**config.mk**
```make
export PLATFORM = sky130hd
export DESIGN_NAME = fault_log_dedup_table_core
export DESIGN_NICKNAME = d
export VERILOG_FILES = /design/src/rtl/fldt_pkg.sv /design/src/rtl/fldt_ram.sv /design/src/rtl/fault_log_dedup_table_core.sv
export SDC_FILE = /design/constraint.sdc
export NUM_CORES = 1
export LEC_CHECK = 0
export ABC_CLOCK_PERIOD_IN_PS = 8360
export BUFFER_PORTS_ARGS = -buffer_cell sky130_fd_sc_hd__buf_2
export CAP_MARGIN = 20
export CORE_ASPECT_RATIO = 0.9
export CORE_MARGIN = 4
export CORE_UTILIZATION = 55
export CTS_CLUSTER_DIAMETER = 40
export DETAILED_ROUTE_END_ITERATION = 6
export GPL_ROUTABILITY_DRIVEN = 0
export HOLD_SLACK_MARGIN = 0.15
export PLACE_DENSITY = 0.71
export SLEW_MARGIN = 20
export SYNTH_ARGS = -nofsm -noshare
export SYNTH_HDL_FRONTEND = slang
export SYNTH_SLANG_ARGS = --single-unit
export TNS_END_PERCENT = 5
```
**constraint.sdc**
```tcl
create_clock -name clock -period 8.36 [get_ports clock]
set_input_delay 1.672 -clock clock [delete_from_list [all_inputs] [get_ports clock]]
set_output_delay 1.672 -clock clock [all_outputs]
set_load 0.05 [all_outputs]
```
**src/rtl/fldt_pkg.sv**
```systemverilog
// Fault log dedup table: shared record types and field widths.
// No dependencies; imported by the top level.
package fldt_pkg;

   localparam int KeyW   = 64;
   localparam int CountW = 32;

   typedef logic [KeyW-1:0]   key_type;
   typedef logic [CountW-1:0] count_type;

   typedef struct packed {
      key_type   key;
      count_type count;
   } record_type;

   localparam int RecW = $bits(record_type);

endpackage

```
**src/rtl/fldt_ram.sv**
```systemverilog
// Generic single-write, single-read RAM with registered read data.
// No dependencies; contents are undefined until written.
module fldt_ram #(
   parameter int Width = 96,
   parameter int Depth = 10
) (
   input  logic                                     clock,
   input  logic                                     wr_en,
   input  logic [((Depth > 1) ? $clog2(Depth) : 1)-1:0] wr_addr,
   input  logic [Width-1:0]                         wr_data,
   input  logic [((Depth > 1) ? $clog2(Depth) : 1)-1:0] rd_addr,
   output logic [Width-1:0]                         rd_data
);

   logic [Width-1:0] mem_ff [Depth];
   logic [Width-1:0] rd_data_ff;

   always_ff @(posedge clock) begin
      if (wr_en) begin
         mem_ff[wr_addr] <= wr_data;
      end
      rd_data_ff <= mem_ff[rd_addr];
   end

   assign rd_data = rd_data_ff;

endmodule

```
**src/rtl/fault_log_dedup_table_core.sv**
```systemverilog
// Fault log dedup table: top level with the scan sequencer and output register.
// Depends on fldt_pkg and fldt_ram.
//
// Deduplicating fault log of up to MAX_ENTRIES records, kept as a ring in one
// RAM (a head pointer marks the oldest record, so eviction never moves data).
// A report word is compared against the held records one per cycle by a
// single 64-bit key comparator walking the RAM from the oldest record. A
// report compares n records, stopping at a match or the end of the log (n = 0
// on an empty log, at most MAX_ENTRIES), then updates or appends one record;
// a clear word, or any word while halted, skips the scan. The input is stalled
// while a word is in work. Results leave through an output register, so a new
// word can be taken while the previous result still waits; the sequencer only
// holds if its next result finds that register still occupied. No clearing
// pass is needed after reset: only records below the fill count are read.
module fault_log_dedup_table_core
   import fldt_pkg::*;
#(
   parameter int MAX_ENTRIES = 10
) (
   input  logic        clock,
   input  logic        reset,
   // request channel
   input  logic        req_valid,
   output logic        req_stall,
   input  logic        req_kind,
   input  logic [7:0]  req_module_id,
   input  logic [7:0]  req_fault_code,
   input  logic [15:0] req_line_number,
   input  logic [31:0] req_extra_word,
   input  logic        req_critical,
   // response channel
   output logic        rsp_valid,
   input  logic        rsp_stall,
   output logic        rsp_matched,
   output logic [3:0]  rsp_slot,
   output logic [31:0] rsp_occurrences,
   output logic        rsp_evicted,
   output logic [3:0]  rsp_entries_used,
   output logic        rsp_halted
);

   localparam int IdxW = (MAX_ENTRIES > 1) ? $clog2(MAX_ENTRIES) : 1;
   localparam int OccW = $clog2(MAX_ENTRIES + 1);

   localparam logic [IdxW-1:0] LastIdx = IdxW'(MAX_ENTRIES - 1);
   localparam logic [OccW-1:0] FullOcc = OccW'(MAX_ENTRIES);

   localparam logic [2:0] ST_IDLE   = 3'd0;
   localparam logic [2:0] ST_SCAN   = 3'd1;
   localparam logic [2:0] ST_UPDATE = 3'd2;
   localparam logic [2:0] ST_APPEND = 3'd3;
   localparam logic [2:0] ST_DONE   = 3'd4;

   function automatic logic [IdxW-1:0] ring_next(input logic [IdxW-1:0] p);
      ring_next = (p == LastIdx) ? '0 : p + IdxW'(1);
   endfunction

   // control state
   logic [2:0]      state_ff, state_in;
   logic [OccW-1:0] occ_ff, occ_in;
   logic [IdxW-1:0] head_ff, head_in;
   logic [IdxW-1:0] tail_ff, tail_in;
   logic            halt_ff, halt_in;
   logic            rsp_valid_ff, rsp_valid_in;

   // working registers
   logic [IdxW-1:0] rd_ptr_ff, rd_ptr_in;
   logic [IdxW-1:0] idx_ff, idx_in;
   key_type         key_ff, key_in;
   logic            crit_ff, crit_in;
   count_type       count_ff, count_in;

   // finished result, waiting for the output register
   logic            pend_matched_ff, pend_matched_in;
   logic [IdxW-1:0] pend_slot_ff, pend_slot_in;
   count_type       pend_occ_ff, pend_occ_in;
   logic            pend_evicted_ff, pend_evicted_in;
   logic [OccW-1:0] pend_used_ff, pend_used_in;
   logic            pend_halted_ff, pend_halted_in;

   // output register payload
   logic            rsp_matched_ff, rsp_matched_in;
   logic [3:0]      rsp_slot_ff, rsp_slot_in;
   count_type       rsp_occ_ff, rsp_occ_in;
   logic            rsp_evicted_ff, rsp_evicted_in;
   logic [3:0]      rsp_used_ff, rsp_used_in;
   logic            rsp_halted_ff, rsp_halted_in;

   // RAM port
   logic            wr_en;
   logic [IdxW-1:0] wr_addr;
   record_type      wr_rec;
   logic [IdxW-1:0] rd_addr;
   record_type      rd_rec;

   logic            out_free;
   logic            scan_last;
   logic [IdxW+3:0] slot_wide;
   logic [OccW+3:0] used_wide;
   key_type         req_key;

   fldt_ram #(
      .Width(RecW),
      .Depth(MAX_ENTRIES)
   ) u_rec_ram (
      .clock  (clock),
      .wr_en  (wr_en),
      .wr_addr(wr_addr),
      .wr_data(wr_rec),
      .rd_addr(rd_addr),
      .rd_data(rd_rec)
   );

   assign req_key   = {req_module_id, req_fault_code, req_line_number, req_extra_word};
   assign out_free  = !rsp_valid_ff || !rsp_stall;
   assign scan_last = (OccW'(idx_ff) == (occ_ff - OccW'(1)));
   // slot and entries_used are reported modulo 16
   assign slot_wide = {4'b0000, pend_slot_ff};
   assign used_wide = {4'b0000, pend_used_ff};
   assign req_stall = (state_ff != ST_IDLE);

   always_comb begin
      state_in        = state_ff;
      occ_in          = occ_ff;
      head_in         = head_ff;
      tail_in         = tail_ff;
      halt_in         = halt_ff;
      rd_ptr_in       = rd_ptr_ff;
      idx_in          = idx_ff;
      key_in          = key_ff;
      crit_in         = crit_ff;
      count_in        = count_ff;
      pend_matched_in = pend_matched_ff;
      pend_slot_in    = pend_slot_ff;
      pend_occ_in     = pend_occ_ff;
      pend_evicted_in = pend_evicted_ff;
      pend_used_in    = pend_used_ff;
      pend_halted_in  = pend_halted_ff;
      rsp_valid_in    = rsp_valid_ff && rsp_stall;
      rsp_matched_in  = rsp_matched_ff;
      rsp_slot_in     = rsp_slot_ff;
      rsp_occ_in      = rsp_occ_ff;
      rsp_evicted_in  = rsp_evicted_ff;
      rsp_used_in     = rsp_used_ff;
      rsp_halted_in   = rsp_halted_ff;
      wr_en           = 1'b0;
      wr_addr         = tail_ff;
      wr_rec.key      = key_ff;
      wr_rec.count    = count_type'(1);
      rd_addr         = head_ff;

      unique case (state_ff)
         ST_IDLE: begin
            if (req_valid) begin
               pend_matched_in = 1'b0;
               pend_slot_in    = '0;
               pend_occ_in     = '0;
               pend_evicted_in = 1'b0;
               if (halt_ff) begin
                  pend_used_in   = occ_ff;
                  pend_halted_in = 1'b1;
                  state_in       = ST_DONE;
               end else if (req_kind) begin
                  occ_in         = '0;
                  head_in        = '0;
                  tail_in        = '0;
                  pend_used_in   = '0;
                  pend_halted_in = 1'b0;
                  state_in       = ST_DONE;
               end else begin
                  key_in    = req_key;
                  crit_in   = req_critical;
                  idx_in    = '0;
                  rd_ptr_in = head_ff;
                  // RAM read of the oldest record is issued this cycle
                  state_in  = (occ_ff == '0) ? ST_APPEND : ST_SCAN;
               end
            end
         end
         ST_SCAN: begin
            // prefetch the following record while this one is compared
            rd_addr = ring_next(rd_ptr_ff);
            if (rd_rec.key == key_ff) begin
               count_in = rd_rec.count;
               state_in = ST_UPDATE;
            end else if (scan_last) begin
               state_in = ST_APPEND;
            end else begin
               idx_in    = idx_ff + IdxW'(1);
               rd_ptr_in = ring_next(rd_ptr_ff);
            end
         end
         ST_UPDATE: begin
            wr_en           = 1'b1;
            wr_addr         = rd_ptr_ff;
            wr_rec.count    = count_ff + count_type'(1);
            pend_matched_in = 1'b1;
            pend_slot_in    = idx_ff;
            pend_occ_in     = count_ff + count_type'(1);
            pend_evicted_in = 1'b0;
            pend_used_in    = occ_ff;
            pend_halted_in  = halt_ff || crit_ff;
            halt_in         = halt_ff || crit_ff;
            state_in        = ST_DONE;
         end
         ST_APPEND: begin
            wr_en           = 1'b1;
            tail_in         = ring_next(tail_ff);
            pend_matched_in = 1'b0;
            pend_occ_in     = count_type'(1);
            pend_halted_in  = halt_ff || crit_ff;
            halt_in         = halt_ff || crit_ff;
            if (occ_ff == FullOcc) begin
               // full ring: tail sits on the oldest record, overwrite it
               head_in         = ring_next(head_ff);
               pend_evicted_in = 1'b1;
               pend_slot_in    = LastIdx;
               pend_used_in    = occ_ff;
            end else begin
               occ_in          = occ_ff + OccW'(1);
               pend_evicted_in = 1'b0;
               pend_slot_in    = IdxW'(occ_ff);
               pend_used_in    = occ_ff + OccW'(1);
            end
            state_in = ST_DONE;
         end
         ST_DONE: begin
            if (out_free) begin
               rsp_valid_in   = 1'b1;
               rsp_matched_in = pend_matched_ff;
               rsp_slot_in    = slot_wide[3:0];
               rsp_occ_in     = pend_occ_ff;
               rsp_evicted_in = pend_evicted_ff;
               rsp_used_in    = used_wide[3:0];
               rsp_halted_in  = pend_halted_ff;
               state_in       = ST_IDLE;
            end
         end
         default: begin
            state_in = ST_IDLE;
         end
      endcase
   end

   always_ff @(posedge clock) begin
      if (reset) begin
         state_ff     <= ST_IDLE;
         occ_ff       <= '0;
         head_ff      <= '0;
         tail_ff      <= '0;
         halt_ff      <= 1'b0;
         rsp_valid_ff <= 1'b0;
      end else begin
         state_ff     <= state_in;
         occ_ff       <= occ_in;
         head_ff      <= head_in;
         tail_ff      <= tail_in;
         halt_ff      <= halt_in;
         rsp_valid_ff <= rsp_valid_in;
      end
   end

   always_ff @(posedge clock) begin
      rd_ptr_ff       <= rd_ptr_in;
      idx_ff          <= idx_in;
      key_ff          <= key_in;
      crit_ff         <= crit_in;
      count_ff        <= count_in;
      pend_matched_ff <= pend_matched_in;
      pend_slot_ff    <= pend_slot_in;
      pend_occ_ff     <= pend_occ_in;
      pend_evicted_ff <= pend_evicted_in;
      pend_used_ff    <= pend_used_in;
      pend_halted_ff  <= pend_halted_in;
      rsp_matched_ff  <= rsp_matched_in;
      rsp_slot_ff     <= rsp_slot_in;
      rsp_occ_ff      <= rsp_occ_in;
      rsp_evicted_ff  <= rsp_evicted_in;
      rsp_used_ff     <= rsp_used_in;
      rsp_halted_ff   <= rsp_halted_in;
   end

   assign rsp_valid        = rsp_valid_ff;
   assign rsp_matched      = rsp_matched_ff;
   assign rsp_slot         = rsp_slot_ff;
   assign rsp_occurrences  = rsp_occ_ff;
   assign rsp_evicted      = rsp_evicted_ff;
   assign rsp_entries_used = rsp_used_ff;
   assign rsp_halted       = rsp_halted_ff;

   // fill count never exceeds the ring size
   a_occ_bound: assert property (@(posedge clock) disable iff (reset)
      occ_ff <= FullOcc)
      else $error("fill count above ring size");

   // head and tail coincide exactly when the ring is empty or full
   a_ring_ptrs: assert property (@(posedge clock) disable iff (reset)
      ((occ_ff == FullOcc) || (occ_ff == '0)) |-> (head_ff == tail_ff))
      else $error("ring pointers out of step with fill count");

   // halt is sticky until reset
   a_halt_sticky: assert property (@(posedge clock) disable iff (reset)
      halt_ff |=> halt_ff)
      else $error("halt dropped without reset");

   // a matched word never evicts
   a_match_no_evict: assert property (@(posedge clock) disable iff (reset)
      (rsp_valid_ff && rsp_matched_ff) |-> !rsp_evicted_ff)
      else $error("matched word flagged an eviction");

endmodule

```
==> results by stage, run 1 <==
Pwr:
- The share of total power in combinational logic is 0.151.
- The ratio of total power to cell area is 271 mW/mm2.
- The clock network fraction of total power is 0.406.
- The maximum vdd ir drop is 0.000221 V.
- Of the total power, registers draw 0.443.
- The net switching fraction of the power is 0.270.
- In this run the static leakage power is 18.9 nW.
- In this run the power spent charging and discharging nets is 4.55 mW.
- The total internal power is 12.3 mW.

Die:
- Measured along the y axis, the die boundary spans 309 um.
- The die extent in x is 343 um.
- The floorplan has 110 rows.
- The initial utilization of the core area, before any placement, comes to 0.554.
- The die covers 0.106 mm2.
- The core footprint is 0.0999 mm2.
- The top-level port count is 115.

Critical path:
- The highest cell delay on the worst timing path is 0.91 ns.
- STA puts the critical path data required time at 9.02 ns.
- The most prevalent standard cell on the critical path is sky130_fd_sc_hd__buf_4.
- In this run the worst path has a maximum fanout of 91.
- Walking the worst path, the cells encountered are nor3b_4 -> buf_4 -> buf_4 -> a31o_4 -> buf_4 -> o21ai_0 -> o2111ai_1.
- The worst-path cell with the longest stage delay is sky130_fd_sc_hd__buf_4.
- By startpoint and endpoint, the worst setup path is classified as register to register.
- Data arrives at the worst endpoint at 5.30 ns.
- The worst setup path is launched from a register.
- The kind of end point of the critical path is a register.

STA:
- The tightest hold path in the finished design has a slack of 0.406 ns.
- Timing would allow up to 215 MHz.
- Setup repair after global routing left no endpoint under its margin.
- The final period demand of the worst path is 4.64 ns.
- The measured slew at the worst slew-check pin is 1.17 ns.
- Setup violations remaining at the end of the flow were counted as 0.
- The final number of hold-violating endpoints was 0.
- In the finished design, the share of the clock period the worst path needs comes to 0.555.
- For the final database, setup skew stands at 0.0316 ns.
- The headroom to the max-slew limit is 0.217.
- In the final timing run, aggregate negative setup slack is 0 ns.
- The total count of max-transition violations in the final report is 0.

Route:
- The average detailed-routed wire length per instance is 24.4 um.
- The via count normalized by instance count is 6.32.
- The pre-antenna-repair detailed-routing pass consisted of 5 iterations.
- The number of DRC violations after detailed routing is 0.
- For this block, the via count after detailed routing is 35442.
- The final layout contains routed wiring with a total length of 137000 um.
- The first-iteration detailed-routing DRC count is 3437.
- The final antenna-violating net count is 0.

Layout:
- Excluding fillers, the count of instances in the completed layout stands at 5610.
- For this run, the post-layout net count is 4217.
- The final core utilization is 0.622.
- The filler cell count in the final layout is 7417.
- The combined flip-flop and latch cell area is 0.0368 mm2.
- Summing all multi-input logic gate instances after layout gives 0.0172 mm2.
- The total non-filler cell area in the finished layout is 0.0622 mm2.
- The layout-stage area growth over the synthesis result is 12.2%.
- The share of post-route cells with drive strength above 1 is 0.130.

Clocking:
- The hold buffer count at CTS is 0.
- The CTS tree is yes.
- Post-CTS repair changed the size of 0 cells.
- The root buffer cell is sky130_fd_sc_hd__clkbuf_16.
- The insertion delay of the later-clocked pin in the worst-skew pair is 0.75 ns.
- The H-tree was split into 4 levels.
- The clock transition at the register clock pins on the worst setup and hold paths after CTS is 0.06 ns.
- The total setup buffers inserted after CTS is 0.
- TritonCTS created 153 clock buffers.
- The maximum buffer depth of the clock tree is 3.
- The tree built by TritonCTS fans out to 1264 sinks.

Global route:
- The number of antenna violations at the first check in global routing was 2.
- The first global-routing pass estimated 209000 um of wire.
- Entering global routing, the biggest net connects 209 pins.
- The number of global-route vias before repair is 34484.
- The total congestion overflow after global routing is 0.
- Across every metal layer, demand over resource in global routing totals 0.256.

Synth:
- Of the synthesized area, sequential elements account for 0.665.
- The per-instance average area after synthesis is 13.3 um2.
- After synthesis, the netlist uses 59 different library cells.
- Synthesis produced 4172 cells.
- Synthesis produced a netlist with a net count of 4253.
- The most instantiated flip-flop cell in the synthesis netlist is sky130_fd_sc_hd__edfxtp_1.
- The mapped netlist covers 0.0554 mm2.
- Yosys printed 0 warnings.
- The share of synthesized flip-flops with an asynchronous set or reset is 0.
- Yosys mapped a number of flops with a built-in enable equal to 1151.
- In this run, synthesis produced a sequential element count of 1264.

Flow run:
- Across the run, the number of max-cap violations was 0.

Placed design:
- The number of I/O port buffers is 114.
- The placed instances occupy a cell area of 0.0568 mm2.
- The count of placed standard cells including taps is 5323.
- The sum of net half-perimeters after detailed placement is 70600 um.

Run status:
- The run finished with clean final reports.

Hold path:
- The worst min-delay path class is register to register.
-- worst paths after layout --
kind         slack [ns]  depth (start not counted)                             to                     startpoint
max                3.72                          7  u_rec_ram.rd_data[33]$_DFF_P_       state_ff[0]$_SDFFE_PP0P_
min                0.41                          0         count_ff[24]$_DFFE_PP_  u_rec_ram.rd_data[24]$_DFF_P_
max reg2reg        3.72                          7  u_rec_ram.rd_data[33]$_DFF_P_       state_ff[0]$_SDFFE_PP0P_
min reg2reg        0.41                          0         count_ff[24]$_DFFE_PP_  u_rec_ram.rd_data[24]$_DFF_P_
-- placed cells by master, fill, tap and decap left out, types with 25 or more instances in the layout --
| cell | instances |
|---|---|
| sky130_fd_sc_hd__and2_1 | 197 |
| sky130_fd_sc_hd__buf_2 | 114 |
| sky130_fd_sc_hd__buf_4 | 51 |
| sky130_fd_sc_hd__clkbuf_16 | 158 |
| sky130_fd_sc_hd__dfxtp_1 | 112 |
| sky130_fd_sc_hd__edfxtp_1 | 1151 |
| sky130_fd_sc_hd__mux2_2 | 96 |
| sky130_fd_sc_hd__mux2i_1 | 98 |
| sky130_fd_sc_hd__nand2_1 | 315 |
| sky130_fd_sc_hd__nand4_1 | 25 |
| sky130_fd_sc_hd__nor2_1 | 80 |
| sky130_fd_sc_hd__nor2b_1 | 197 |
| sky130_fd_sc_hd__nor3b_1 | 197 |
| sky130_fd_sc_hd__o2111ai_1 | 288 |
| sky130_fd_sc_hd__o211ai_1 | 193 |
| sky130_fd_sc_hd__o21a_1 | 192 |
| sky130_fd_sc_hd__o21ai_0 | 300 |
| sky130_fd_sc_hd__o21ai_1 | 100 |
| sky130_fd_sc_hd__xnor2_1 | 91 |
-- sequential cells by signal, summed over array words and instances (netlist names), 32 cells and up --
| signal | cells |
|---|---|
| key_ff | 64 |
| u_rec_ram.rd_data | 96 |
| pend_occ_ff | 32 |
| count_ff | 32 |
| u_rec_ram.mem_ff | 960 |
| rsp_occurrences | 32 |
-- power groups by stage --
| stage | registers [mW] | clock network [mW] | logic, mW |
|---|---|---|---|
| 4_1_cts | 7.47 | 6.93 | 2.55 |
| 6_report | 7.47 | 6.85 | 2.55 |
| 3_5_place_dp | 7.60 | 0 | 2.53 |
| 5_1_grt | 7.50 | 7.22 | 2.76 |
| 2_1_floorplan | 7.56 | 0 | 1.77 |
| 3_3_place_gp | 7.59 | 0 | 2.47 |
-- synthesized netlist by cell type, types with 2 or more instances --
library cell	number	area [um2]
sky130_fd_sc_hd__or4_4	2	22.5
sky130_fd_sc_hd__o21ai_0	300	1500
sky130_fd_sc_hd__ha_1	11	138
sky130_fd_sc_hd__nand2_1	316	1190
sky130_fd_sc_hd__inv_1	15	56.3
sky130_fd_sc_hd__o211ai_1	193	1450
sky130_fd_sc_hd__mux2_2	96	1080
sky130_fd_sc_hd__clkbuf_1	229	860
sky130_fd_sc_hd__buf_6	5	56.3
sky130_fd_sc_hd__xor2_1	11	96.3
sky130_fd_sc_hd__nor3b_1	197	1480
sky130_fd_sc_hd__o21a_1	193	1450
sky130_fd_sc_hd__dfxtp_1	113	2260
sky130_fd_sc_hd__xnor2_1	91	797
sky130_fd_sc_hd__and3_1	4	25.0
sky130_fd_sc_hd__or3_1	7	43.8
sky130_fd_sc_hd__or2_2	3	18.8
sky130_fd_sc_hd__nand3b_1	2	15.0
sky130_fd_sc_hd__a21oi_1	24	120
sky130_fd_sc_hd__nor2b_1	198	1240
sky130_fd_sc_hd__mux2i_1	99	991
sky130_fd_sc_hd__nor3_1	11	55.1
sky130_fd_sc_hd__buf_2	97	485
sky130_fd_sc_hd__o21ai_1	100	500
sky130_fd_sc_hd__nand2b_1	3	18.8
sky130_fd_sc_hd__a21o_1	3	22.5
sky130_fd_sc_hd__nor4_1	13	81.3
sky130_fd_sc_hd__nor2_1	92	345
sky130_fd_sc_hd__nand3_1	14	70.1
sky130_fd_sc_hd__a31oi_1	6	37.5
sky130_fd_sc_hd__and2_1	198	1240
sky130_fd_sc_hd__buf_4	6	45.0
sky130_fd_sc_hd__o2111ai_1	288	2520
sky130_fd_sc_hd__and4_1	3	26.3
sky130_fd_sc_hd__edfxtp_1	1151	34600
sky130_fd_sc_hd__a211oi_1	3	22.5
sky130_fd_sc_hd__nand4_1	25	156
sky130_fd_sc_hd__a31o_2	3	26.3
sky130_fd_sc_hd__clkbuf_2	2	10.0
sky130_fd_sc_hd__buf_1	26	97.6
-- through the flow --
step | power [mW] | worst slack (ns)
floorplan | 9.33 | 2.29
global placement | 10.1 | 3.91
detailed placement | 10.1 | 3.81
CTS | 16.9 | 3.77
global route | 17.5 | 3.46
finish | 16.9 | 3.72
-- layer usage --
metal	global-route usage	up-vias	share of wire
met3	0.0432	231	0.076
met2	0.405	1483	0.46
met4	0.0834	0	0.026
met1	0.367	17808	0.43
met5	0	-	0
li1	-	15920	-
-- cell families after synthesis --
| kind of cell | count (synthesis) | synth area share |
|---|---|---|
| and+or+nand+nor | 1094 | 0.110 |
| buffers and inverters | 380 | 0.0291 |
| adders and majority gates | 11 | 0.00248 |
| AOI/OAI and AO/OA | 1126 | 0.141 |
| xor gates and xnor gates | 102 | 0.0161 |
| DFF | 1264 | 0.665 |
| muxes | 195 | 0.0374 |
-- worst max-delay path, delay by kind of cell (launching register included) --
kind                   cells  cell delay [ns]
buffers and inverters      3             2.30
AOI/OAI and AO/OA          3             1.22
and+or+nand+nor            1             0.28
DFF                        1             0.67
-- area by class of cell --
class | count | share of cell area
flip-flops and latches | 1264 | 0.592
clock inverters | 93 | 0.0182
inverters | 15 | 0.000905
repair buffers | 174 | 0.0184
clock buffers | 191 | 0.0672
well taps | 1344 | 0.0270
multi-input cells | 2528 | 0.276
diodes | 1 | 0.0000402
No activity file was read; power rests on OpenSTA's default activity.
==> inputs of run 2 (changes only) <==
--- a/config.mk
+++ b/config.mk
@@ -5,7 +5,7 @@
 export SDC_FILE = /design/constraint.sdc
 export NUM_CORES = 1
 export LEC_CHECK = 0
-export ABC_CLOCK_PERIOD_IN_PS = 8360
+export ABC_CLOCK_PERIOD_IN_PS = 4600
 export BUFFER_PORTS_ARGS = -buffer_cell sky130_fd_sc_hd__buf_2
 export CAP_MARGIN = 20
 export CORE_ASPECT_RATIO = 0.9
==> constraint.sdc (replaced) <==
create_clock -name clock -period 4.6 [get_ports clock]
set_input_delay 0.92 -clock clock [delete_from_list [all_inputs] [get_ports clock]]
set_output_delay 0.92 -clock clock [all_outputs]
set_load 0.05 [all_outputs]
==> run 2 against run 1 <==
  * The run now ends with DRC left
  * Via count is 1.7% higher
  * Setup slack worse by 2.9 ns
  * Die area stayed put
  * First-iteration DRC count is 4.9% higher
  * Sequential share of layout area is 0.33 points lower
  * Hold slack worse by 0.041 ns
  * Critical path type unchanged
  * Largest power group unchanged
==> results by stage, run 2 (synthesis results as in run 1) <==
Critical path:
- Series of cell instances along the critical path: xnor2_1 -> nand4_1 -> nor4_2 -> nand4_1 -> nor2_4 -> buf_4 (was nor3b_4 -> buf_4 -> buf_4 -> a31o_4 -> buf_4 -> o21ai_0 -> o2111ai_1).
- The worst reg2reg path endpoint is count_ff[22]$_DFFE_PP_ (was u_rec_ram.rd_data[33]$_DFF_P_).
- The kind of end point of the critical path is a register (unchanged).
- The register-to-register setup slack is 0.86 ns (was 3.72 ns).
- The highest cell delay on the worst timing path is 0.78 ns (was 0.91 ns).
- The worst reg2reg path depth is 6 (was 7).
- The worst setup path startpoint is key_ff[56]$_DFFE_PP_ (was state_ff[0]$_SDFFE_PP0P_).
- The launch instance of the worst register-to-register path is key_ff[56]$_DFFE_PP_ (was state_ff[0]$_SDFFE_PP0P_).
- The worst setup path endpoint is count_ff[22]$_DFFE_PP_ (was u_rec_ram.rd_data[33]$_DFF_P_).
- The worst setup path category is register to register (unchanged).
- The data arrival at the endpoint of the critical path is 4.10 ns (was 5.30 ns).
- The startpoint class of the critical path is a register (unchanged).
- The buffers plus inverters on the worst setup path came to 1 (was 3).
- The worst-path cell with the longest stage delay is sky130_fd_sc_hd__nand4_1 (was sky130_fd_sc_hd__buf_4).
- The maximum fanout along the worst path is 32 (was 91).
- The total stage count of the critical path came to 6 (was 7).
- The cell family with the largest share of critical-path delay is simple AND/OR/NAND/NOR gates (was buffers and inverters).
- The most prevalent standard cell on the critical path is sky130_fd_sc_hd__nand4_1 (was sky130_fd_sc_hd__buf_4).
- The data required time at the worst endpoint is 4.96 ns (was 9.02 ns).

Layout:
- The layout-stage area growth over the synthesis result is 12.9% (was 12.2%).
- The number of nets in the finished design is 4226 (was 4217).
- The commonest non-fill, non-tap cell in the layout is sky130_fd_sc_hd__edfxtp_1 (unchanged).
- The filler-free cell count of the finished design is 5613 (was 5610).
- The share of post-route cells with drive strength above 1 was 0.133 (was 0.130).
- The flip-flop count of the largest register, all copies and words added is 960 (unchanged).
- Most used cells in the layout excluding fill and tap cells: 1151 x sky130_fd_sc_hd__edfxtp_1, 315 x sky130_fd_sc_hd__nand2_1, 298 x sky130_fd_sc_hd__o21ai_0 (was 1151 x sky130_fd_sc_hd__edfxtp_1, 315 x sky130_fd_sc_hd__nand2_1, 300 x sky130_fd_sc_hd__o21ai_0).
- The total non-filler cell area in the finished layout is 0.0625 mm2 (was 0.0622 mm2).
- The register with the highest flop count is u_rec_ram.mem_ff (unchanged).

Global route:
- The aggregate global-route resource usage is 0.262 (was 0.256).
- The number of global-route vias before repair was 35226 (was 34484).
- The number of antenna violations at the first check in global routing came to 3 (was 2).
- The pin count of the biggest net entering global routing is 185 (was 209).
- The total congestion overflow after global routing is 0 (unchanged).
- The first-pass GRT wire length is 213000 um (was 209000 um).

STA:
- The headroom to the max-slew limit is 0.260 (was 0.217).
- The achievable clock frequency came to 267 MHz (was 215 MHz).
- The final period demand of the worst path came to 3.74 ns (was 4.64 ns).
- The number of endpoints failing setup at the final stage is 0 (unchanged).
- The measured slew at the worst slew-check pin came to 1.11 ns (was 1.17 ns).
- The total count of max-transition violations in the final report is 0 (unchanged).
- Setup repair after global routing missed its margin: no (unchanged).
- The final number of hold-violating endpoints is 0 (unchanged).
- The final cycle utilization of the critical path was 0.813 (was 0.555).
- The clock skew is 0.0272 ns (was 0.0316 ns).

Die:
- The core footprint is 0.0999 mm2 (unchanged).
- The height of the chip is 309 um (unchanged).
- The initial standard-cell utilization of the core is 0.554 (unchanged).
- The die extent in x is 343 um (unchanged).
- The die area is 0.106 mm2 (unchanged).
- The site row count is 110 (unchanged).
- The top-level port count came to 115 (unchanged).

Route:
- The first-pass iteration count of the detailed router is 7 (was 5).
- The average detailed-routed wire length per instance is 25.1 um (was 24.4 um).
- The number of DRC violations after detailed routing is 2 (was 0).
- The total length of routed wires is 141000 um (was 137000 um).
- The via count came to 36033 (was 35442).
- The final antenna-violating net count is 0 (unchanged).
- The via count normalized by instance count was 6.42 (was 6.32).
- The first-iteration detailed-routing DRC count was 3606 (was 3437).

Flow run:
- The number of maximum-capacitance constraint violations was 0 (unchanged).

Placed design:
- The sum of net half-perimeters after detailed placement is 71400 um (was 70600 um).
- The number of I/O port buffers is 114 (unchanged).
- The area of placed instances is 0.0575 mm2 (was 0.0568 mm2).
- The count of placed standard cells including taps is 5341 (was 5323).

Clocking:
- The total number of H-tree levels is 4 (unchanged).
- The hold buffer count at CTS was 0 (unchanged).
- The total setup buffers inserted after CTS is 0 (unchanged).
- The root buffer cell is sky130_fd_sc_hd__clkbuf_16 (unchanged).
- The clock transition at the register clock pins on the worst setup and hold paths after CTS is 0.06 ns (about the same).
- The number of buffers created by CTS is 145 (was 153).
- The insertion delay of the later-clocked pin in the worst-skew pair is 0.73 ns (was 0.75 ns).
- The total number of clock tree sinks was 1264 (unchanged).
- The number of gates given a new drive strength after cts is 0 (unchanged).
- The maximum buffer depth of the clock tree came to 3 (unchanged).
- The CTS tree was yes (unchanged).

Run status:
- The final reports fail on DRC.
- Status: finished with violations (was finished, final reports clean).

Hold path:
- The worst min-delay path class was primary input to register (was register to register).
- The hold path depth is 1 (was 0).

Pwr:
- The leakage power was 19.0 nW (was 18.9 nW).
- The maximum vdd ir drop is 0.000353 V (was 0.000221 V).
- The ratio of total power to cell area is 482 mW/mm2 (was 271 mW/mm2).
## run 2: per-stage QoR
stage | hold WS [ns] | power (mW) | setup TNS [ns] | util | setup slack (ns)
floorplan | 0.386 | 17.0 | -1125.65 | - | -1.46
global placement | 0.387 | 18.4 | 0 | 0.575 | 0.351
detailed placement | 0.389 | 18.5 | 0 | 0.575 | 0.879
CTS | 0.323 | 30.3 | 0 | 0.626 | 0.862
global route | 0.346 | 31.3 | 0 | 0.626 | 0.764
finish | 0.365 | 30.2 | 0 | 0.626 | 0.860
## run 2: area by class of cell
type | count | area, um2
Antenna cell | 1 | 2.50
Clock buffer | 183 | 3980
Clock inverter | 87 | 1040
Fill cell | 7455 | 37400
Inverter | 15 | 56.3
Multi-Input combinational cell | 2528 | 17200
Sequential cell | 1264 | 36800
Tap cell | 1344 | 1680
Timing Repair Buffer | 191 | 1770
## run 2: worst min path at each step
| stage | from | to | slack (ns) |
|---|---|---|---|
| after floorplan | u_rec_ram.rd_data[0]$_DFF_P_ | count_ff[0]$_DFFE_PP_ | 0.39 |
| after global placement | u_rec_ram.rd_data[0]$_DFF_P_ | count_ff[0]$_DFFE_PP_ | 0.39 |
| after detailed placement | u_rec_ram.rd_data[14]$_DFF_P_ | count_ff[14]$_DFFE_PP_ | 0.39 |
| after CTS | req_extra_word[7] | key_ff[7]$_DFFE_PP_ | 0.32 |
| after global routing | req_line_number[11] | key_ff[43]$_DFFE_PP_ | 0.35 |
| final | req_line_number[11] | key_ff[43]$_DFFE_PP_ | 0.37 |
## run 2: routing by layer
metal  GRT usage  vias to the layer above  wire length [um]
met5           0                        -                13
met4      0.0900                        2              3760
li1            -                    15955                 -
met2       0.430                     1620             67400
met3      0.0378                      290             10500
met1       0.364                    18166             59300
## run 2: power breakdown
| group | leakage [nW] | internal (mW) | total (mW) | switching, mW |
|---|---|---|---|---|
| Clock | 2.44 | 7.08 | 11.8 | 4.73 |
| Sequential | 11.1 | 13.2 | 13.5 | 0.374 |
| Combinational | 5.45 | 1.59 | 4.81 | 3.22 |
| Total | 19.0 | 21.8 | 30.2 | 8.32 |
